--- src/hdl/line_rasterizer_unit_macros.svh ---
// shared assertion macros for the line rasterizer
`ifndef LINE_RASTERIZER_UNIT_MACROS_SVH
`define LINE_RASTERIZER_UNIT_MACROS_SVH

// antecedent implies consequent in the same cycle
`define LRU_ASSERT_SAME(label, ante, cons, msg) \
    label: assert property (@(posedge clk) disable iff (!rst_n) (ante) |-> (cons)) \
        else $error(msg);

// antecedent implies consequent in the next cycle
`define LRU_ASSERT_NEXT(label, ante, cons, msg) \
    label: assert property (@(posedge clk) disable iff (!rst_n) (ante) |=> (cons)) \
        else $error(msg);

`endif

--- src/hdl/lru_pkg.sv ---
package lru_pkg;

    localparam int FIELD_COORD_W = 6;
    localparam int COLOR_W       = 8;
    localparam int SIZE_W        = 7;
    localparam int IN_TDATA_W    = 48;
    localparam int OUT_TDATA_W   = 40;

    localparam int START_X_LSB = 0;
    localparam int START_Y_LSB = 6;
    localparam int END_X_LSB   = 12;
    localparam int END_Y_LSB   = 18;
    localparam int RED_LSB     = 24;
    localparam int GREEN_LSB   = 32;
    localparam int BLUE_LSB    = 40;

    localparam logic REG_SURFACE_WIDTH  = 1'b0;
    localparam logic REG_SURFACE_HEIGHT = 1'b1;

    localparam logic [SIZE_W-1:0] SIZE_RESET = 7'd64;

    typedef enum logic [2:0]
    {
        ST_IDLE  = 3'b001,
        ST_SETUP = 3'b010,
        ST_RUN   = 3'b100
    } state_t;

    typedef struct packed
    {
        logic load;
        logic setup;
        logic step;
    } cmd_t;

    typedef struct packed
    {
        logic out_free;
        logic last;
    } status_t;

endpackage

--- src/hdl/lru_ctrl.sv ---
`include "line_rasterizer_unit_macros.svh"

module lru_ctrl
(
    input  logic             clk,
    input  logic             rst_n,
    input  logic             s_tvalid,
    output logic             s_tready,
    input  lru_pkg::status_t status,
    output lru_pkg::cmd_t    cmd
);

    lru_pkg::state_t state_reg;
    lru_pkg::state_t state_next;

    always_comb
    begin
        state_next = state_reg;
        cmd        = '0;
        s_tready   = 1'b0;
        case (state_reg)
            lru_pkg::ST_IDLE:
            begin
                s_tready = 1'b1;
                if (s_tvalid)
                begin
                    cmd.load   = 1'b1;
                    state_next = lru_pkg::ST_SETUP;
                end
            end
            lru_pkg::ST_SETUP:
            begin
                cmd.setup  = 1'b1;
                state_next = lru_pkg::ST_RUN;
            end
            lru_pkg::ST_RUN:
            begin
                if (status.out_free)
                begin
                    cmd.step = 1'b1;
                    if (status.last)
                    begin
                        state_next = lru_pkg::ST_IDLE;
                    end
                end
            end
            default:
            begin
                state_next = lru_pkg::ST_IDLE;
            end
        endcase
    end

    always_ff @(posedge clk or negedge rst_n)
    begin
        if (!rst_n)
        begin
            state_reg <= lru_pkg::ST_IDLE;
        end
        else
        begin
            state_reg <= state_next;
        end
    end

    `LRU_ASSERT_NEXT(a_last_step_ends_line,
        cmd.step && status.last, state_reg == lru_pkg::ST_IDLE,
        "line did not end after its last pixel")
    `LRU_ASSERT_NEXT(a_load_then_setup,
        cmd.load, cmd.setup && !s_tready,
        "setup did not follow a new request")
    `LRU_ASSERT_SAME(a_step_needs_room,
        cmd.step, status.out_free && state_reg == lru_pkg::ST_RUN,
        "pixel issued without output room")

endmodule

--- src/hdl/lru_datapath.sv ---
`include "line_rasterizer_unit_macros.svh"

module lru_datapath
#(
    parameter int COORD_BITS = 6
)
(
    input  logic                                clk,
    input  logic                                rst_n,
    input  logic                                cfg_we,
    input  logic                                cfg_index,
    input  logic [lru_pkg::SIZE_W-1:0]          cfg_data,
    input  logic [lru_pkg::IN_TDATA_W-1:0]      s_tdata,
    output logic                                m_tvalid,
    input  logic                                m_tready,
    output logic [lru_pkg::OUT_TDATA_W-1:0]     m_tdata,
    output logic [0:0]                          m_tuser,
    output logic                                m_tlast,
    input  lru_pkg::cmd_t                       cmd,
    output lru_pkg::status_t                    status
);

    localparam int TERM_BITS = COORD_BITS + 3;
    localparam int FW        = lru_pkg::FIELD_COORD_W;
    localparam int SW        = lru_pkg::SIZE_W;
    localparam int CW        = lru_pkg::COLOR_W;
    localparam int PIX_W     = 2 * FW + 3 * CW;

    logic [SW-1:0] width_reg, width_next;
    logic [SW-1:0] height_reg, height_next;

    logic [COORD_BITS-1:0] x1_reg, y1_reg, x2_reg, y2_reg;
    logic [3*CW-1:0]       color_reg;

    logic [COORD_BITS-1:0] cur_x_reg, cur_x_next;
    logic [COORD_BITS-1:0] cur_y_reg, cur_y_next;
    logic [COORD_BITS-1:0] end_reg, end_next;
    logic [TERM_BITS-1:0]  term_reg, term_next;
    logic [TERM_BITS-1:0]  inc_lo_reg, inc_lo_next;
    logic [TERM_BITS-1:0]  inc_hi_reg, inc_hi_next;
    logic                  up_reg, up_next;
    logic                  steep_reg, steep_next;

    logic                  out_valid_reg, out_valid_next;
    logic [COORD_BITS-1:0] out_x_reg, out_y_reg;
    logic [3*CW-1:0]       out_color_reg;
    logic                  out_inside_reg, out_last_reg;

    logic [COORD_BITS:0]   dx, dy;
    logic [COORD_BITS-1:0] adx, ady;
    logic                  dx_neg, dy_neg, dx_pos, dy_pos;
    logic [TERM_BITS-1:0]  two_adx, two_ady;
    logic                  take_minor;
    logic [COORD_BITS-1:0] cur_major;
    logic [COORD_BITS-1:0] minor_stepped_x, minor_stepped_y;
    logic                  pix_inside;
    logic                  is_last;

    // configuration
    always_comb
    begin
        width_next  = width_reg;
        height_next = height_reg;
        if (cfg_we)
        begin
            case (cfg_index)
                lru_pkg::REG_SURFACE_WIDTH:  width_next  = cfg_data;
                lru_pkg::REG_SURFACE_HEIGHT: height_next = cfg_data;
                default:                     width_next  = width_reg;
            endcase
        end
    end

    // setup arithmetic
    always_comb
    begin
        dx      = {1'b0, x2_reg} - {1'b0, x1_reg};
        dy      = {1'b0, y2_reg} - {1'b0, y1_reg};
        dx_neg  = dx[COORD_BITS];
        dy_neg  = dy[COORD_BITS];
        dx_pos  = !dx_neg && (dx != '0);
        dy_pos  = !dy_neg && (dy != '0);
        adx     = dx_neg ? COORD_BITS'(-dx) : dx[COORD_BITS-1:0];
        ady     = dy_neg ? COORD_BITS'(-dy) : dy[COORD_BITS-1:0];
        two_adx = TERM_BITS'(adx) << 1;
        two_ady = TERM_BITS'(ady) << 1;
    end

    // walk step
    always_comb
    begin
        take_minor = steep_reg ? !(term_reg[TERM_BITS-1] || (term_reg == '0))
                               : !term_reg[TERM_BITS-1];
        cur_major  = steep_reg ? cur_y_reg : cur_x_reg;
        is_last    = (cur_major == end_reg);
        minor_stepped_x = up_reg ? cur_x_reg + 1'b1 : cur_x_reg - 1'b1;
        minor_stepped_y = up_reg ? cur_y_reg + 1'b1 : cur_y_reg - 1'b1;
        pix_inside = (SW'(cur_x_reg) < width_reg) && (SW'(cur_y_reg) < height_reg);
    end

    always_comb
    begin
        cur_x_next  = cur_x_reg;
        cur_y_next  = cur_y_reg;
        end_next    = end_reg;
        term_next   = term_reg;
        inc_lo_next = inc_lo_reg;
        inc_hi_next = inc_hi_reg;
        up_next     = up_reg;
        steep_next  = steep_reg;
        if (cmd.setup)
        begin
            up_next    = (dx_neg && dy_neg) || (dx_pos && dy_pos);
            steep_next = ady > adx;
            if (ady > adx)
            begin
                term_next   = two_adx - TERM_BITS'(ady);
                inc_lo_next = two_adx;
                inc_hi_next = two_adx - two_ady;
                cur_x_next  = dy_neg ? x2_reg : x1_reg;
                cur_y_next  = dy_neg ? y2_reg : y1_reg;
                end_next    = dy_neg ? y1_reg : y2_reg;
            end
            else
            begin
                term_next   = two_ady - TERM_BITS'(adx);
                inc_lo_next = two_ady;
                inc_hi_next = two_ady - two_adx;
                cur_x_next  = dx_neg ? x2_reg : x1_reg;
                cur_y_next  = dx_neg ? y2_reg : y1_reg;
                end_next    = dx_neg ? x1_reg : x2_reg;
            end
        end
        else if (cmd.step)
        begin
            term_next = term_reg + (take_minor ? inc_hi_reg : inc_lo_reg);
            if (steep_reg)
            begin
                cur_y_next = cur_y_reg + 1'b1;
                if (take_minor)
                begin
                    cur_x_next = minor_stepped_x;
                end
            end
            else
            begin
                cur_x_next = cur_x_reg + 1'b1;
                if (take_minor)
                begin
                    cur_y_next = minor_stepped_y;
                end
            end
        end
    end

    always_comb
    begin
        out_valid_next = out_valid_reg;
        if (cmd.step)
        begin
            out_valid_next = 1'b1;
        end
        else if (m_tready)
        begin
            out_valid_next = 1'b0;
        end
    end

    always_ff @(posedge clk or negedge rst_n)
    begin
        if (!rst_n)
        begin
            width_reg     <= lru_pkg::SIZE_RESET;
            height_reg    <= lru_pkg::SIZE_RESET;
            out_valid_reg <= 1'b0;
            steep_reg     <= 1'b0;
            up_reg        <= 1'b0;
            cur_x_reg     <= '0;
            cur_y_reg     <= '0;
            end_reg       <= '0;
            term_reg      <= '0;
            inc_lo_reg    <= '0;
            inc_hi_reg    <= '0;
        end
        else
        begin
            width_reg     <= width_next;
            height_reg    <= height_next;
            out_valid_reg <= out_valid_next;
            steep_reg     <= steep_next;
            up_reg        <= up_next;
            cur_x_reg     <= cur_x_next;
            cur_y_reg     <= cur_y_next;
            end_reg       <= end_next;
            term_reg      <= term_next;
            inc_lo_reg    <= inc_lo_next;
            inc_hi_reg    <= inc_hi_next;
        end
    end

    // request and pixel payload
    always_ff @(posedge clk)
    begin
        if (cmd.load)
        begin
            x1_reg    <= s_tdata[lru_pkg::START_X_LSB +: COORD_BITS];
            y1_reg    <= s_tdata[lru_pkg::START_Y_LSB +: COORD_BITS];
            x2_reg    <= s_tdata[lru_pkg::END_X_LSB +: COORD_BITS];
            y2_reg    <= s_tdata[lru_pkg::END_Y_LSB +: COORD_BITS];
            color_reg <= s_tdata[lru_pkg::RED_LSB +: 3 * CW];
        end
        if (cmd.step)
        begin
            out_x_reg      <= cur_x_reg;
            out_y_reg      <= cur_y_reg;
            out_color_reg  <= color_reg;
            out_inside_reg <= pix_inside;
            out_last_reg   <= is_last;
        end
    end

    assign status.out_free = !out_valid_reg || m_tready;
    assign status.last     = is_last;

    assign m_tvalid = out_valid_reg;
    assign m_tdata  = lru_pkg::OUT_TDATA_W'(
        PIX_W'({out_color_reg, FW'(out_y_reg), FW'(out_x_reg)}));
    assign m_tuser  = out_inside_reg;
    assign m_tlast  = out_last_reg;

    `LRU_ASSERT_SAME(a_major_within_end,
        cmd.step, cur_major <= end_reg,
        "major coordinate ran past the line end")
    `LRU_ASSERT_NEXT(a_step_fills_output,
        cmd.step, m_tvalid && (m_tlast == $past(is_last)),
        "issued pixel did not reach the output")
    `LRU_ASSERT_SAME(a_no_overwrite,
        cmd.step, !out_valid_reg || m_tready,
        "waiting pixel overwritten")

endmodule

--- src/hdl/line_rasterizer_unit.sv ---
// the first pixel is valid once the request is loaded, set up and its first step registered
// a line has n pixels (n = major-axis length + 1, at most 64)
// the step loop of the controller emits one pixel a cycle and stalls while the output waits
// a new request is taken once the last pixel of a line is in the output register
// reset: asynchronous, active low; idle, no pixel valid, surface size 64 by 64
module line_rasterizer_unit
#(
    parameter int COORD_BITS = 6
)
(
    input  logic                                clk,
    input  logic                                rst_n,
    input  logic                                cfg_we,
    input  logic                                cfg_index,
    input  logic [lru_pkg::SIZE_W-1:0]          cfg_data,
    input  logic                                s_tvalid,
    output logic                                s_tready,
    // start_x, start_y, end_x, end_y, red_in, green_in, blue_in
    input  logic [lru_pkg::IN_TDATA_W-1:0]      s_tdata,
    output logic                                m_tvalid,
    input  logic                                m_tready,
    // pixel_x, pixel_y, red_out, green_out, blue_out, zero fill
    output logic [lru_pkg::OUT_TDATA_W-1:0]     m_tdata,
    // inside_res
    output logic [0:0]                          m_tuser,
    output logic                                m_tlast
);

    lru_pkg::cmd_t    cmd;
    lru_pkg::status_t status;

    lru_ctrl u_ctrl
    (
        .clk      (clk),
        .rst_n    (rst_n),
        .s_tvalid (s_tvalid),
        .s_tready (s_tready),
        .status   (status),
        .cmd      (cmd)
    );

    lru_datapath
    #(
        .COORD_BITS (COORD_BITS)
    )
    u_datapath
    (
        .clk       (clk),
        .rst_n     (rst_n),
        .cfg_we    (cfg_we),
        .cfg_index (cfg_index),
        .cfg_data  (cfg_data),
        .s_tdata   (s_tdata),
        .m_tvalid  (m_tvalid),
        .m_tready  (m_tready),
        .m_tdata   (m_tdata),
        .m_tuser   (m_tuser),
        .m_tlast   (m_tlast),
        .cmd       (cmd),
        .status    (status)
    );

endmodule
--- config.mk ---
export PLATFORM = sky130hd
export DESIGN_NAME = line_rasterizer_unit
export DESIGN_NICKNAME = d
export VERILOG_FILES = /design/src/hdl/lru_pkg.sv /design/src/hdl/lru_ctrl.sv /design/src/hdl/lru_datapath.sv /design/src/hdl/line_rasterizer_unit.sv
export VERILOG_INCLUDE_DIRS = /design/src /design/src/hdl
export SDC_FILE = /design/constraint.sdc
export NUM_CORES = 1
export LEC_CHECK = 0
export ABC_AREA = 1
export BUFFER_PORTS_ARGS = -buffer_cell sky130_fd_sc_hd__buf_4
export CAP_MARGIN = 15
export CORE_UTILIZATION = 45
export DETAILED_ROUTE_END_ITERATION = 6
export PLACE_DENSITY = 0.69
export SYNTH_ARGS = -nofsm -noshare
export SYNTH_HDL_FRONTEND = slang
export SYNTH_SLANG_ARGS = --single-unit
--- constraint.sdc ---
create_clock -name clk -period 7 [get_ports clk]
set_input_delay 0.7 -clock clk [delete_from_list [all_inputs] [get_ports clk]]
set_output_delay 0.7 -clock clk [all_outputs]
set_load 0.02 [all_outputs]
==> results of run 1 <==
final cells by class:
| class | instances | share of cell area [%] |
|---|---|---|
| well taps | 234 | 2.87 |
| flip-flops and latches | 146 | 40.1 |
| repair buffers | 106 | 7.80 |
| inverters | 132 | 4.89 |
| clock buffers | 17 | 4.17 |
| clock inverters | 15 | 1.85 |
| multi-input cells | 653 | 38.4 |
cell families (layout without fill, tap and decap cells):
kind of cell,count (synthesis),in the layout
and+or+nand+nor,344,344
AOI/OAI and AO/OA,209,209
buffers and inverters,162,270
DFF,146,146
adders and majority gates,62,62
xor gates and xnor gates,28,28
muxes,6,6
other,1,4
cell usage in the layout (no fill, tap or decap), types with 5 or more instances in the layout:
cell type,netlist,final
nand3_2,5,5
inv_1,123,123
mux2_2,6,6
clkbuf_16,0,17
nand3_1,48,48
xnor2_1,9,9
xor2_1,19,19
o21ai_0,100,100
nor3_1,10,9
nand2_1,180,180
dfrtp_1,57,57
inv_8,0,5
inv_2,6,6
fa_1,7,7
ha_1,55,55
nor2_1,59,58
buf_4,7,106
nand2_2,15,15
o221ai_1,11,11
o211ai_1,10,10
o21ai_1,5,5
nand4_1,6,6
edfxtp_1,86,86
a21oi_1,55,55
worst paths after layout:
| kind | from | end | slack (ps) |
|---|---|---|---|
| max in group asynchronous | rst_n | u_datapath.cur_y_reg[0] | 6140 |
| setup / recovery | u_datapath.x1_reg[0] | u_datapath.term_reg[8] | 2180 |
| min in group clk | u_datapath.color_reg[17] | u_datapath.out_color_reg[17] | 420 |
| setup reg to reg | u_datapath.x1_reg[0] | u_datapath.term_reg[8] | 2180 |
| hold reg to reg | u_datapath.color_reg[17] | u_datapath.out_color_reg[17] | 420 |
| hold / removal | rst_n | u_datapath.height_reg[5] | 360 |
worst max-delay path: stages, from the launching register on:
cell,delay (ps)
edfxtp_1,480
ha_1,290
fa_1,440
nor3_2,210
nor2_2,60
inv_1,370
nor2_1,110
xnor2_1,310
inv_1,140
ha_1,410
nand2_1,80
nand2_1,50
a21oi_1,90
o21ai_2,160
nand2_2,370
inv_1,530
nand3_1,190
nor2_2,140
nand2_1,60
nand2_1,70
nand2_2,70
a21oi_2,130
metal layers:
layer  part of all wire (%)  up-vias  wire [µm]  global-route usage [%]
met4                   0.97        0        203                    5.09
met3                    5.7       21       1190                    3.43
met5                      0        -          0                       0
met1                     46     3256       9540                    30.7
met2                     48      243       9990                    37.4
li1                       -     3426          -                       -
per-stage QoR:
step | setup slack [ps] | area (µm²)
final | 2180 | 10200
after CTS | 2280 | 10200
after detailed placement | 2310 | 9590
after global routing | 1780 | 10200
after global placement | 2360 | 9590
after floorplan | 1890 | 8670
==> out/metrics.yaml, run 1 <==
outcome:
  status: "completed"
synth:
  async_flop_share_pct: 41.1
  postSynthCellCount: 958
  synthXorXnorAreaFrac_pct: 2.83
  synth_top_family_by_area: "simple AND/OR/NAND/NOR gates"
  synth.avg_cell_area_um2: 9.04
  synth_top_area_share_pct: 29.8
  synth_flop_cell: "edfxtp_1"
  syn_area_um2: 8660
  synth_simple_gate_area_share_pct: 17.9
  synth-seq-cells: 146
  synth.area.top_cells: "edfxtp_1, dfrtp_1, ha_1"
  yosysSeqAreaShare_pct: 47.2
  synth_common_cells: "nand2_1, inv_1, o21ai_0, edfxtp_1, nor2_1"
  ys_types: 58
  synthAdderAreaFrac_pct: 9.57
  synth_compound_area_share_pct: 13.8
  synth_edf_count: 86
  yosysMostFrequentCell: "nand2_1"
  synthMuxAreaShare_pct: 0.781
  synth_warnings: 0
  yosysTopAreaCell: "edfxtp_1"
final_layout:
  regArea_um2: 4090
  area_growth_pct: 17.9
  instances_no_fill: 1303
  multi_input_comb_area_um2: 3920
  antennaDiodeCount: 0
  final_core_util_pct: 54.4
  fillers: 1694
  num-nets-final: 1179
  layout-drive-gt1-share_pct: 18.4
setup_path:
  worstPathRequired_ps: 7350
  path_class: "flip-flop to flip-flop"
  worstPathMaxFanout: 30
  reg2reg_depth: 21
  start_kind: "flip-flop"
  end_kind: "flip-flop"
  arrival_ps: 5180
cts:
  clk_latency_ps: 430
  clk_path_buf_depth: 2
  clock_sinks: 146
  post-cts-setup-buffers: 0
  cts.repair.resized: 0
  cts_buffers: 17
  tritoncts: "built"
  clk_pin_slew_worst_paths_ps: 70
  ctsHtreeMaxLevel: 4
  cts_hold_buf: 0
  clockRootBuffer: "clkbuf_16"
drt:
  route.detailed.drc: 0
  first_pass_iters: 5
  wl_per_cell_um: 16.1
  wl_um: 20900
  viasPerCell: 5.33
  drtIter0Drc: 705
  dr_total_vias: 6946
  antenna_left: 0
timing:
  finClkSkew_ps: 11.0
  max_freq_mhz: 207
  rsz0062_at_grt: "no"
  min_period_ps: 4820
  final.period_utilization_pct: 68.9
  hold_violations: 0
  slew_headroom_pct: 47.9
  worst_pin_slew_ps: 781
  slew_viol_final: 0
  setup_viol: 0
  setup_tns_ps: 0
  fin_hold_ws_ps: 358
hold_path:
  hold_class: "input pin to asynchronous set/reset pin"
floorplan:
  die_x_um: 141
  die_h_um: 141
  coreArea_um2: 18800
  io_pins: 105
  rows: 50
  dieArea_um2: 19800
  start_util_pct: 46.1
grt:
  antenna_found_initial: 0
  grt_first_pass_wirelength_um: 34700
  grt_max_degree: 61
  grt.total_usage_pct: 22.4
  grt_pass1_vias: 6819
  overflow: 0
placed_design:
  port_buffers: 100
  place_hpwl_um: 15100
  dpl.cell_count: 1271
  gp_congestion: 0.904
job:
  cap_violations: 0
Power of run 1 is not shown: default switching activity piles up to over one toggle a cycle in this logic, so the estimate is an artifact.
==> inputs of run 2 (changes only) <==
--- a/config.mk
+++ b/config.mk
@@ -6,12 +6,12 @@
 export SDC_FILE = /design/constraint.sdc
 export NUM_CORES = 1
 export LEC_CHECK = 0
-export ABC_AREA = 1
+export ABC_AREA = 0
 export BUFFER_PORTS_ARGS = -buffer_cell sky130_fd_sc_hd__buf_4
 export CAP_MARGIN = 15
 export CORE_UTILIZATION = 45
 export DETAILED_ROUTE_END_ITERATION = 6
-export PLACE_DENSITY = 0.69
+export PLACE_DENSITY = 0.7
 export SYNTH_ARGS = -nofsm -noshare
 export SYNTH_HDL_FRONTEND = slang
 export SYNTH_SLANG_ARGS = --single-unit
==> constraint.sdc (replaced) <==
create_clock -name clk -period 4.7 [get_ports clk]
set_input_delay 0.47 -clock clk [delete_from_list [all_inputs] [get_ports clk]]
set_output_delay 0.47 -clock clk [all_outputs]
set_load 0.02 [all_outputs]
==> run 2 against run 1 <==
Against the previous run: critical path depth shrank 4; register-to-register slack got worse by 1900 ps; die area is 7.3% lower; critical path type unchanged; hold slack lost 230 ps; wire length fell by 17%; clock-buffer cell count did not move; sequential cell count is the same; maximum frequency is 9.2% higher; design area shrank 5.2%; final cell count decreased by 17%.
==> out/metrics.yaml, run 2 <==
placed_design:
  gp_congestion: 0.942
  preCtsSetupSlack_ps: 112
  place_hpwl_um: 12400
  port_buffers: 100
synth:
  synth_warnings: 0
  postSynthCellCount: 733
  synthXorXnorAreaFrac_pct: 6.26
  synthAdderAreaFrac_pct: 10.5
  synth_top_family_by_area: "compound AO/OA/AOI/OAI gates"
  synth.area.top_cells: "edfxtp_1, dfrtp_1, ha_1"
  synth_flop_cell: "edfxtp_1"
  synth_common_cells: "edfxtp_1, nand2_1, dfrtp_1, a21oi_1, o21ai_0"
  syn_area_um2: 8010
  yosysTopAreaCell: "edfxtp_1"
  ys_types: 62
  synthMuxAreaShare_pct: 5.22
  yosysSeqAreaShare_pct: 51.0
  async_flop_share_pct: 41.1
  synth_compound_area_share_pct: 13.0
  synth_simple_gate_area_share_pct: 9.92
  synth-seq-cells: 146
  synth_top_area_share_pct: 32.2
  synth_edf_count: 86
  synth.avg_cell_area_um2: 10.9
  yosysMostFrequentCell: "edfxtp_1"
floorplan:
  coreArea_um2: 17400
  dieArea_um2: 18300
  die_x_um: 135
  rows: 48
  io_pins: 105
  start_util_pct: 46.2
  die_h_um: 135
cts:
  ctsHtreeMaxLevel: 4
  clk_latency_ps: 420
  clock_sinks: 146
  clockRootBuffer: "clkbuf_16"
  cts_hold_buf: 0
  clk_path_buf_depth: 2
  tritoncts: "built"
  cts_buffers: 17
  clk_pin_slew_worst_paths_ps: 70
timing:
  finalWorstSetupSlack_ps: 281
  final.period_utilization_pct: 94.0
  rsz0062_at_grt: "no"
  worst_pin_slew_ps: 1090
  slew_viol_final: 0
  slew_headroom_pct: 27.2
  hold_violations: 0
  setup_tns_ps: 0
  min_period_ps: 4420
  setup_viol: 0
  finClkSkew_ps: 10.9
  max_freq_mhz: 226
setup_path:
  worstPathRequired_ps: 4980
  start_kind: "flip-flop"
  r2r_start: "u_datapath.x1_reg[0]"
  cp-startpoint: "u_datapath.x1_reg[0]"
  worstPathMaxFanout: 19
  arrival_ps: 4700
  path_class: "flip-flop to flip-flop"
  end_kind: "flip-flop"
grt:
  grt_first_pass_wirelength_um: 28200
  met3_usage_pct: 3.89
  busiest_layer: "met2"
  antenna_found_initial: 0
  gr-usage-met1_pct: 27.0
  global_route.usage.met2_pct: 32.4
  grt.total_usage_pct: 20.1
  grt_max_degree: 62
  overflow: 0
  grt_pass1_vias: 5618
drt:
  viasPerCell: 5.28
  first_pass_iters: 5
  drtIter0Drc: 438
  dr_total_vias: 5694
  antenna_left: 0
  wl_um: 17400
  route.detailed.drc: 0
  wl_per_cell_um: 16.1
final_layout:
  final_common_cell: "buf_4"
  layout-drive-gt1-share_pct: 21.6
  final_cell_mix: "buf_4, edfxtp_1, nand2_1, dfrtp_1, ha_1"
  area_growth_pct: 20.7
  fillers: 1450
  antennaDiodeCount: 0
  num-nets-final: 963
hold_path:
  hold_class: "input pin to asynchronous set/reset pin"
outcome:
  status: "completed"
job:
  cap_violations: 0
-- run 2: area by class of cell --
class / instances / area, µm² / share of cell area (%)
well taps: 225 / 282 / 2.91
multi-input cells: 508 / 3660 / 37.8
repair buffers: 112 / 841 / 8.69
flip-flops and latches: 146 / 4090 / 42.3
clock buffers: 17 / 425 / 4.40
inverters: 55 / 206 / 2.13
clock inverters: 15 / 173 / 1.79
-- run 2: final timing paths --
path / cells after the start / slack (ps) / to
max: 17 / 280 / u_datapath.inc_hi_reg[6]
min: 1 / 120 / u_datapath.height_reg[4]
max reg2reg: 17 / 280 / u_datapath.inc_hi_reg[6]
min reg2reg: 0 / 420 / u_datapath.out_color_reg[23]
max in group asynchronous: 1 / 4040 / u_datapath.inc_lo_reg[5]
min in group clk: 1 / 220 / u_datapath.color_reg[4]
-- run 2: routing by layer --
layer	wire [µm]	up-vias
met5	0	-
met3	799	24
met4	268	0
met2	8160	161
met1	8160	2701
li1	-	2808
-- run 2: kinds of logic after synthesis --
family | after synthesis
AO/OA/AOI/OAI | 173
other | 1
flip-flops | 146
multiplexers | 39
AND/OR/NAND/NOR | 175
XOR/XNOR | 54
adder cells (fa/ha/maj) | 63
buffers and inverters | 82
-- run 2: stage by stage --
stage	hold slack (ps)	util (%)	instance area, µm²	std cells
6_report	124	55.7	9670	1078
5_1_grt	183	55.7	9670	1078
4_1_cts	154	55.4	9610	1075
3_5_place_dp	405	51.9	9010	1043
3_3_place_gp	400	51.9	9010	1043
2_1_floorplan	174	-	8020	736
-- run 2: repair_timing --
item	4_1_cts	5_1_grt
buffers inserted	0	3
resized for setup	0	8
endpoints found under the setup margin	0	22
-- run 2: worst max-delay path, stage by stage, from the launching register on --
cell	delay [ps]
edfxtp_1	430
ha_1	230
fa_1	420
xor2_2	320
nand4_1	150
mux2_2	290
o21ai_1	210
xor2_2	260
inv_2	130
ha_1	390
nand4_1	110
o22ai_1	100
a21oi_4	160
buf_4	260
mux2_2	380
o221ai_1	220
xnor2_1	140
o21ai_0	80
Power of run 2 is left out for the same reason.
==> inputs of run 3 (changes only) <==
--- a/config.mk
+++ b/config.mk
@@ -12,6 +12,7 @@
 export CORE_UTILIZATION = 45
 export DETAILED_ROUTE_END_ITERATION = 6
 export PLACE_DENSITY = 0.7
+export RECOVER_POWER = 100
 export SYNTH_ARGS = -nofsm -noshare
 export SYNTH_HDL_FRONTEND = slang
 export SYNTH_SLANG_ARGS = --single-unit
==> run 3 against run 2 <==
Against the previous run: the run now ends with capacitance limit, slew limit left; non-clock buffer count unchanged; register-to-register slack hardly changed; critical path type unchanged; highest routed layer unchanged; hold slack improved by 120 ps; final cell count stayed put; sequential cell count unchanged; wire length down 0.52%; design area is 1.7% lower.
==> out/metrics.yaml, run 3 (same netlist as run 2, synthesis figures left out) <==
cts:
  ctsHtreeMaxLevel: 4
  clockRootBuffer: "clkbuf_16"
  tritoncts: "built"
  clock_sinks: 146
  clk_latency_ps: 430
  cts_hold_buf: 0
  cts_buffers: 17
  clk_path_buf_depth: 2
  clk_pin_slew_worst_paths_ps: 60
final_layout:
  multi_input_comb_area_um2: 3660
  regArea_um2: 4090
  area_growth_pct: 18.7
  num-nets-final: 963
  antennaDiodeCount: 0
  final_cell_mix: "edfxtp_1, nand2_1, dfrtp_1, ha_1, o21ai_0"
  final_common_cell: "edfxtp_1"
  fillers: 1503
  layout-drive-gt1-share_pct: 16.4
timing:
  finClkSkew_ps: 19.9
  setup_viol: 0
  slew_headroom_pct: -122
  slew_viol_final: 154
  rsz0062_at_grt: "no"
  hold_violations: 0
  final.period_utilization_pct: 94.0
  max_freq_mhz: 226
  worst_pin_slew_ps: 3330
  setup_tns_ps: 0
  min_period_ps: 4420
grt:
  grt_pass1_vias: 5618
  grt_first_pass_wirelength_um: 28200
  grt_max_degree: 62
  grt.total_usage_pct: 20.1
  antenna_found_initial: 0
  overflow: 0
drt:
  wl_per_cell_um: 16.1
  route.detailed.drc: 0
  wl_um: 17300
  dr_total_vias: 5641
  antenna_left: 0
  viasPerCell: 5.23
  first_pass_iters: 5
  drtIter0Drc: 447
setup_path:
  path_class: "flip-flop to flip-flop"
  start_kind: "flip-flop"
  arrival_ps: 4670
  worstPathRequired_ps: 4960
  end_kind: "flip-flop"
  worstPathMaxFanout: 23
outcome:
  violations: "capacitance limit, slew limit"
  status: "finished, violations left"
placed_design:
  port_buffers: 100
  place_hpwl_um: 12400
  gp_congestion: 0.942
floorplan:
  io_pins: 105
  dieArea_um2: 18300
  rows: 48
  start_util_pct: 46.2
  die_h_um: 135
  die_x_um: 135
  coreArea_um2: 17400
job:
  cap_violations: 3
hold_path:
  hold_class: "input pin to flip-flop"
## run 3: per-stage QoR
step	worst slack [ps]	utilization [%]	std cells	instance area, µm²	hold WS (ps)
finish	284	54.8	1078	9510	241
global route	8.58	54.8	1078	9510	228
floorplan	447	-	736	8020	174
global placement	232	51.9	1043	9010	400
detailed placement	112	51.9	1043	9010	405
CTS	102	55.4	1075	9610	154
## run 3: final timing paths
check	depth (start not counted)	end	slack, ps	start
min in group asynchronous	1	u_datapath.height_reg[4]	1160	rst_n
max	17	u_datapath.cur_y_reg[3]	280	u_datapath.y1_reg[0]
max in group asynchronous	1	u_datapath.term_reg[7]	1650	rst_n
min	1	u_datapath.color_reg[18]	240	s_tdata[42]
max reg2reg	17	u_datapath.cur_y_reg[3]	280	u_datapath.y1_reg[0]
min reg2reg	0	u_datapath.out_color_reg[23]	420	u_datapath.color_reg[23]
## run 3: layout make-up
type                    instances  area share, %
repair buffers                112           7.16
well taps                     225           2.96
flip-flops and latches        146           43.0
clock inverters                15           1.82
clock buffers                  17           4.47
inverters                      55           2.17
multi-input cells             508           38.5
## run 3: what timing repair did
item                                    in CTS  in global routing
resized for setup                            0                  8
buffers inserted                             0                  3
endpoints found under the hold margin        0                  0
endpoints found under the setup margin       0                 22
## run 3: per-layer routing
| layer | share of wire (%) | global-route usage (%) | vias up |
|---|---|---|---|
| met4 | 1.5 | 7.30 | 0 |
| met5 | 0 | 0 | - |
| met1 | 47 | 27.0 | 2657 |
| li1 | - | - | 2809 |
| met2 | 47 | 32.4 | 154 |
| met3 | 4.4 | 3.89 | 21 |
## run 3: critical path, cell delays in order, from the launching register on
cell and delay (ps):
edfxtp_1 450, ha_1 240, fa_1 400, nand2b_1 170
a21oi_2 210, a31oi_4 180, nand2b_1 130, xnor2_1 240
inv_1 130, ha_1 380, nor2b_1 160, o21a_1 170
o21ai_1 260, a21oi_4 110, mux2i_1 140, clkbuf_2 320
o21ai_0 430, a21oi_1 130
Power of run 3 is left out for the same reason.
